### src/sv/tmce_pkg.sv
// Package with shared types and constants for the tour mutation cost engine.
package tmce_pkg;

    localparam int MAX_CITIES = 256;
    localparam int COORD_BITS = 16;
    localparam int ADDR_BITS  = 8;
    localparam int POS_BITS   = 9;
    localparam int COST_BITS  = 42;
    localparam int SQ_BITS    = 2 * COORD_BITS + 1;

    typedef logic [2:0] kind_t;
    localparam kind_t KIND_LOAD    = 3'd0;
    localparam kind_t KIND_SWAP    = 3'd1;
    localparam kind_t KIND_BLOCK   = 3'd2;
    localparam kind_t KIND_REVERSE = 3'd3;
    localparam kind_t KIND_ROTATE  = 3'd4;

    typedef enum logic [3:0] {
        ST_IDLE,
        ST_CHECK,
        ST_LOAD,
        ST_SWAP_RD,
        ST_SWAP_WAIT,
        ST_SWAP_WR1,
        ST_SWAP_WR2,
        ST_SWAP_NEXT,
        ST_COST_START,
        ST_COST_RD,
        ST_COST_WAIT,
        ST_COST_ACC,
        ST_OUT
    } state_t;

    // Controller to datapath commands.
    typedef struct packed {
        logic                capture;   // latch the input beat
        logic                load_wr;   // write the loaded city
        logic                rd_pair;   // read positions lo and hi
        logic                wr_first;  // write hi data to lo
        logic                wr_second; // write lo data to hi
        logic                step_pair; // advance to the next pair
        logic                next_phase;// set up next reversal phase
        logic                cost_init; // start the cost walk
        logic                cost_rd;   // read edge endpoints
        logic                cost_acc;  // accumulate one edge
        logic                finish;    // publish result
    } cmd_t;

    // Datapath to controller status.
    typedef struct packed {
        logic is_load;
        logic op_error;
        logic no_work;     // valid but nothing to move
        logic pair_done;   // pair walk finished in current phase
        logic last_phase;  // no further reversal phase
        logic cost_done;   // all edges summed
    } status_t;

endpackage

### src/sv/tmce_ctrl.sv
// Controller state machine of the tour mutation cost engine.
module tmce_ctrl (
    input  logic              aclk,
    input  logic              aresetn,
    input  logic              in_beat,
    input  logic              out_beat,
    input  tmce_pkg::status_t sts,
    output tmce_pkg::cmd_t    cmd,
    output logic              busy,
    output logic              out_valid
);

    tmce_pkg::state_t state_reg, state_next;

    always_ff @(posedge aclk) begin
        if (!aresetn) begin
            state_reg <= tmce_pkg::ST_IDLE;
        end else begin
            state_reg <= state_next;
        end
    end

    always_comb begin
        state_next = state_reg;
        cmd        = '0;
        busy       = 1'b1;
        out_valid  = 1'b0;
        unique case (state_reg)
            tmce_pkg::ST_IDLE: begin
                busy = 1'b0;
                if (in_beat) begin
                    cmd.capture = 1'b1;
                    state_next  = tmce_pkg::ST_CHECK;
                end
            end
            tmce_pkg::ST_CHECK: begin
                if (sts.op_error || sts.no_work) begin
                    state_next = tmce_pkg::ST_COST_START;
                end else if (sts.is_load) begin
                    state_next = tmce_pkg::ST_LOAD;
                end else begin
                    state_next = tmce_pkg::ST_SWAP_RD;
                end
            end
            tmce_pkg::ST_LOAD: begin
                cmd.load_wr = 1'b1;
                state_next  = tmce_pkg::ST_COST_START;
            end
            tmce_pkg::ST_SWAP_RD: begin
                if (sts.pair_done) begin
                    if (sts.last_phase) begin
                        state_next = tmce_pkg::ST_COST_START;
                    end else begin
                        cmd.next_phase = 1'b1;
                    end
                end else begin
                    cmd.rd_pair = 1'b1;
                    state_next  = tmce_pkg::ST_SWAP_WAIT;
                end
            end
            tmce_pkg::ST_SWAP_WAIT: state_next = tmce_pkg::ST_SWAP_WR1;
            tmce_pkg::ST_SWAP_WR1: begin
                cmd.wr_first = 1'b1;
                state_next   = tmce_pkg::ST_SWAP_WR2;
            end
            tmce_pkg::ST_SWAP_WR2: begin
                cmd.wr_second = 1'b1;
                state_next    = tmce_pkg::ST_SWAP_NEXT;
            end
            tmce_pkg::ST_SWAP_NEXT: begin
                cmd.step_pair = 1'b1;
                state_next    = tmce_pkg::ST_SWAP_RD;
            end
            tmce_pkg::ST_COST_START: begin
                cmd.cost_init = 1'b1;
                state_next    = tmce_pkg::ST_COST_RD;
            end
            tmce_pkg::ST_COST_RD: begin
                cmd.cost_rd = 1'b1;
                state_next  = tmce_pkg::ST_COST_WAIT;
            end
            tmce_pkg::ST_COST_WAIT: state_next = tmce_pkg::ST_COST_ACC;
            tmce_pkg::ST_COST_ACC: begin
                cmd.cost_acc = 1'b1;
                if (sts.cost_done) begin
                    cmd.finish = 1'b1;
                    state_next = tmce_pkg::ST_OUT;
                end else begin
                    state_next = tmce_pkg::ST_COST_RD;
                end
            end
            tmce_pkg::ST_OUT: begin
                out_valid = 1'b1;
                busy      = 1'b0;
                if (out_beat) begin
                    state_next = tmce_pkg::ST_IDLE;
                end
            end
            default: state_next = tmce_pkg::ST_IDLE;
        endcase
    end

endmodule

### config.mk
export PLATFORM = sky130hd
export DESIGN_NAME = tmce_ctrl
export DESIGN_NICKNAME = d
export VERILOG_FILES = /design/src/sv/tmce_pkg.sv /design/src/sv/tmce_ctrl.sv
export SDC_FILE = /design/constraint.sdc
export NUM_CORES = 1
export LEC_CHECK = 0
export BUFFER_PORTS_ARGS = -buffer_cell sky130_fd_sc_hd__buf_2
export CORE_AREA = 2 2 45 47
export CTS_BUF_LIST = sky130_fd_sc_hd__clkbuf_16
export DETAILED_ROUTE_END_ITERATION = 10
export DIE_AREA = 0 0 47 49
export GPL_TIMING_DRIVEN = 0
export SYNTH_ARGS = -nofsm -noshare
export SYNTH_HDL_FRONTEND = slang
export SYNTH_SLANG_ARGS = --single-unit
### constraint.sdc
create_clock -name aclk -period 1.4 [get_ports aclk]
set_clock_uncertainty 0.15 [all_clocks]
set_input_delay 0.28 -clock aclk [delete_from_list [all_inputs] [get_ports aclk]]
set_output_delay 0.28 -clock aclk [all_outputs]
set_load 0.1 [all_outputs]
Yosys cells after proc, flatten, opt, wreduce, memory -nomap -nowiden
Cells that the tools add are included.
- register bits after elaboration: 4
- word-level logic and storage cells: 45
- reductions and logical operators: 4
- eq/ne operators: 15
- multiplexer cells: 25
- operators by type and width (operator ; count):
    4-bit one-hot mux with 13 select lines ; 1
    4-bit == test (second input constant) ; 5
    4-bit 2-to-1 mux ; 5
    1-bit 2-to-1 mux ; 17
    4-bit by 3-bit == test with 1-bit output (second input constant) ; 4
    4-bit by 2-bit == test with 1-bit output (second input constant) ; 2
    4-bit by 1-bit == test with 1-bit output (second input constant) ; 1
    4-bit zero test ; 1
    2-bit inequality test (second input constant) ; 2
    3-bit 2-to-1 mux ; 1
    3-bit inequality test (second input constant) ; 1
    3-bit AND reduction ; 1
    2-bit 2-to-1 mux ; 1
    2-bit OR reduction ; 1
    1-bit logical OR ; 1

Depth between registers and ports, before layout
- depth after elaboration: 3
- mapped depth: 5
- depth with buffers taken out: 4

Least setup slack after synthesis
OpenSTA, ideal clock, no wires.
- kind: register -> output
- start: register state_reg[1]
- end: output cmd[0] (netlist name)
- arrival: 2.850 ns
- stages on the path, launching flop included: 5
- path buffers: 1
- slack: -1.880 ns
- cell sequence: dfxtp_1 buf_2 nand2_1 nor2_1 and2_1
- RTL lines (item ; RTL line ; source):
    start: declaration ; tmce_ctrl.sv:13 ; tmce_pkg::state_t state_reg, state_next;
    start signal: assignment ; tmce_ctrl.sv:17 ; state_reg <= tmce_pkg::ST_IDLE;
    start signal: assignment ; tmce_ctrl.sv:19 ; state_reg <= state_next;
    end: declaration ; tmce_ctrl.sv:8 ; output tmce_pkg::cmd_t cmd,

==> flow_metrics.env <==
export IMPL_slew_violations=0
export IMPL_fin_crit_sh=1.30
export IMPL_synth_top_area_share=0.182
export IMPL_final_hold_violation_count=0
export IMPL_synth_edff_count=0
export IMPL_p_seq_frac=0.120
export IMPL_synth_cells=63
export IMPL_crit_buf_inv=1
export IMPL_peakVddDrop_v=0.000844
export IMPL_synth_common_cells="nand2_1, nor2_1, nand2b_1, nor3_1, dfxtp_1"
export IMPL_io_pins=23
export IMPL_ant_nets=0
export IMPL_crit_type="register to output pin"
export IMPL_largest_reg_flops=4
export IMPL_crit_path_end_kind="output pin"
export IMPL_final_min_clock_period_ps=1820
export IMPL_synth_largest_area_cell="dfxtp_1"
export IMPL_max_stage_delay_ps=370
export IMPL_die_h_um=49
export IMPL_row_count=16
export IMPL_violations="negative setup slack"
export IMPL_power_leakage_nw=0.529
export IMPL_dpl_cell_area_um2=691
export IMPL_fin_total_pwr_mw=1.24
export IMPL_ys_async_sr_fraction=0
export IMPL_io_buffer_count=22
export IMPL_finalSetupViolations=16
export IMPL_rsz0062_at_grt="yes"
export IMPL_ys_types=29
export IMPL_combPwrFrac=0.524
export IMPL_routed_wl_um=2460
export IMPL_startpoint_type="register"
export IMPL_yosysSeqAreaShare=0.182
export IMPL_min_path_type="primary input to register"
export IMPL_place_hpwl_um=974
export IMPL_status="finished, violations left"
export IMPL_drive_above_1_share=0.820
export IMPL_grt_pass1_vias=655
export IMPL_die_area_um2=2300
export IMPL_tns_ps=-4230
export IMPL_antenna_found_initial=0
export IMPL_synth_nets=73
export IMPL_route_vias_total=694
export IMPL_synth_area_per_cell_um2=6.97
export IMPL_clk_pin_slew_worst_paths_ps=30
export IMPL_synthFlopType="dfxtp_1"
export IMPL_core_area_um2=1840
export IMPL_area_growth_pct=209
export IMPL_grt_pass1_wl_um=2950
export IMPL_hold_depth=2
export IMPL_cp_max_fo=4
export IMPL_n_antenna_cell=0
export IMPL_grt_ovfl_total=0
export IMPL_die_w_um=47
export IMPL_track_usage=0.173
export IMPL_p_sw_frac=0.375
export IMPL_cp_slowest_cell="nor4b_4"
export IMPL_relSlewSlack=0.766
export IMPL_drt_wirelength_per_cell_um=17.8
export IMPL_synth_seq_cells=4
export IMPL_cts_tree="built"
export IMPL_power_switching_mw=0.463
export IMPL_drt_vias_per_instance=5.03
export IMPL_nets=123
export IMPL_path_cells="nand2b_4, nor4b_4, buf_6"
export IMPL_path_depth=3
export IMPL_grt_max_degree=8
export IMPL_max_freq_ghz=0.550
export IMPL_yosysWarnings=0
export IMPL_cp_arrival_ps=1390
export IMPL_htreeDepth=1
export IMPL_clk_path_buf_depth=2
export IMPL_clkLatencyLatePin_ps=220
export IMPL_cts_sinks=4
export IMPL_synthTopCellsByArea="dfxtp_1, nand2b_1, nand2_1"
export IMPL_cts_buffers=3
export IMPL_gp_congestion=0.716
export IMPL_timing_final_ws_setup_ps=-417
export IMPL_powerDensity_nw_per_um2=910
export IMPL_hold_buffers=0
export IMPL_p_clk_frac=0.357
export IMPL_drv_cap=0
export IMPL_firstDrtPassIters=4
export IMPL_syn_cell_area_um2=439
export IMPL_crit_family="simple AND/OR/NAND/NOR gates"
export IMPL_drt_iter0_drc=10
export IMPL_ff2ff_path_depth=5
export IMPL_internal_power_mw=0.773
export IMPL_design_area_um2=1360
export IMPL_required_ps=970
export IMPL_root_buffer="clkbuf_16"
export IMPL_tightestPinTransition_ps=351
export IMPL_drcViolationCount=0
export IMPL_start_util=0.238
stage by stage:
| step | util | setup WS [ps] | hold slack [ps] | cells |
|---|---|---|---|---|
| after floorplan | - | -790 | 247 | 63 |
| after global placement | 0.375 | -444 | 403 | 112 |
| after detailed placement | 0.375 | -440 | 411 | 112 |
| after CTS | 0.621 | -379 | 173 | 130 |
| after global routing | 0.738 | -422 | 192 | 138 |
| final | 0.738 | -417 | 181 | 138 |
logic make-up (layout without fill, tap and decap cells):
family | count (synthesis) | after routing | share of synthesized area
AO/OA/AOI/OAI | 15 | 15 | 0.242
flip-flops | 4 | 4 | 0.182
buffers and inverters | 4 | 52 | 0.0570
AND/OR/NAND/NOR | 40 | 40 | 0.519
cell type report:
cell class	instances	area (um2)
Buffer	3	46.3
Clock buffer	3	75.1
Fill cell	108	483
Multi-Input combinational cell	55	583
Sequential cell	4	95.1
Tap cell	27	33.8
Timing Repair Buffer	46	526
layer usage:
metal  vias up  routed length [um]  track usage
li1        325                   -            -
met4         0                  91       0.0556
met1       339                 985        0.209
met3         6                  92       0.0259
met5         -                   0            0
met2        24                1290        0.299
layout by cell type, fill, tap and decap left out, drive strengths merged:
| master | instances |
|---|---|
| nor2 | 10 |
| a211oi | 1 |
| o211ai | 1 |
| nor3 | 5 |
| and3 | 1 |
| nor4b | 2 |
| o21ai | 2 |
| nand3 | 1 |
| o221ai | 1 |
| nand4b | 1 |
| o21a | 3 |
| nor2b | 1 |
| or2 | 2 |
| nand2b | 7 |
| nand2 | 9 |
| o22ai | 1 |
| a2111oi | 1 |
| a221oi | 1 |
| buf | 49 |
| clkbuf | 3 |
| dfxtp | 4 |
| and2 | 1 |
| a21boi | 1 |
| o31ai | 1 |
| a21oi | 2 |
path summary, 6_finish.rpt:
check        slack, ps          from      endpoint
max               -420  state_reg[2]        cmd[4]
min reg2reg        570  state_reg[0]  state_reg[2]
min                180       aresetn  state_reg[3]
max reg2reg       -190  state_reg[2]  state_reg[3]
power groups by stage:
stage          Sequential (mW)  Combinational (mW)  Clock, mW
3_3_place_gp             0.147               0.372          0
3_5_place_dp             0.146               0.372          0
5_1_grt                  0.148               0.672      0.453
2_1_floorplan            0.142               0.316          0
4_1_cts                  0.147               0.526      0.446
6_report                 0.148               0.647      0.441
what timing repair did:
item | 4_1_cts | 5_1_grt
cloned | 0 | 0
setup buffers | 15 | 9
gates resized for setup | 74 | 30
pin swaps | 12 | 12
setup endpoints to repair | 15 | 17
Note: power is estimated with default switching activity, not from simulation.
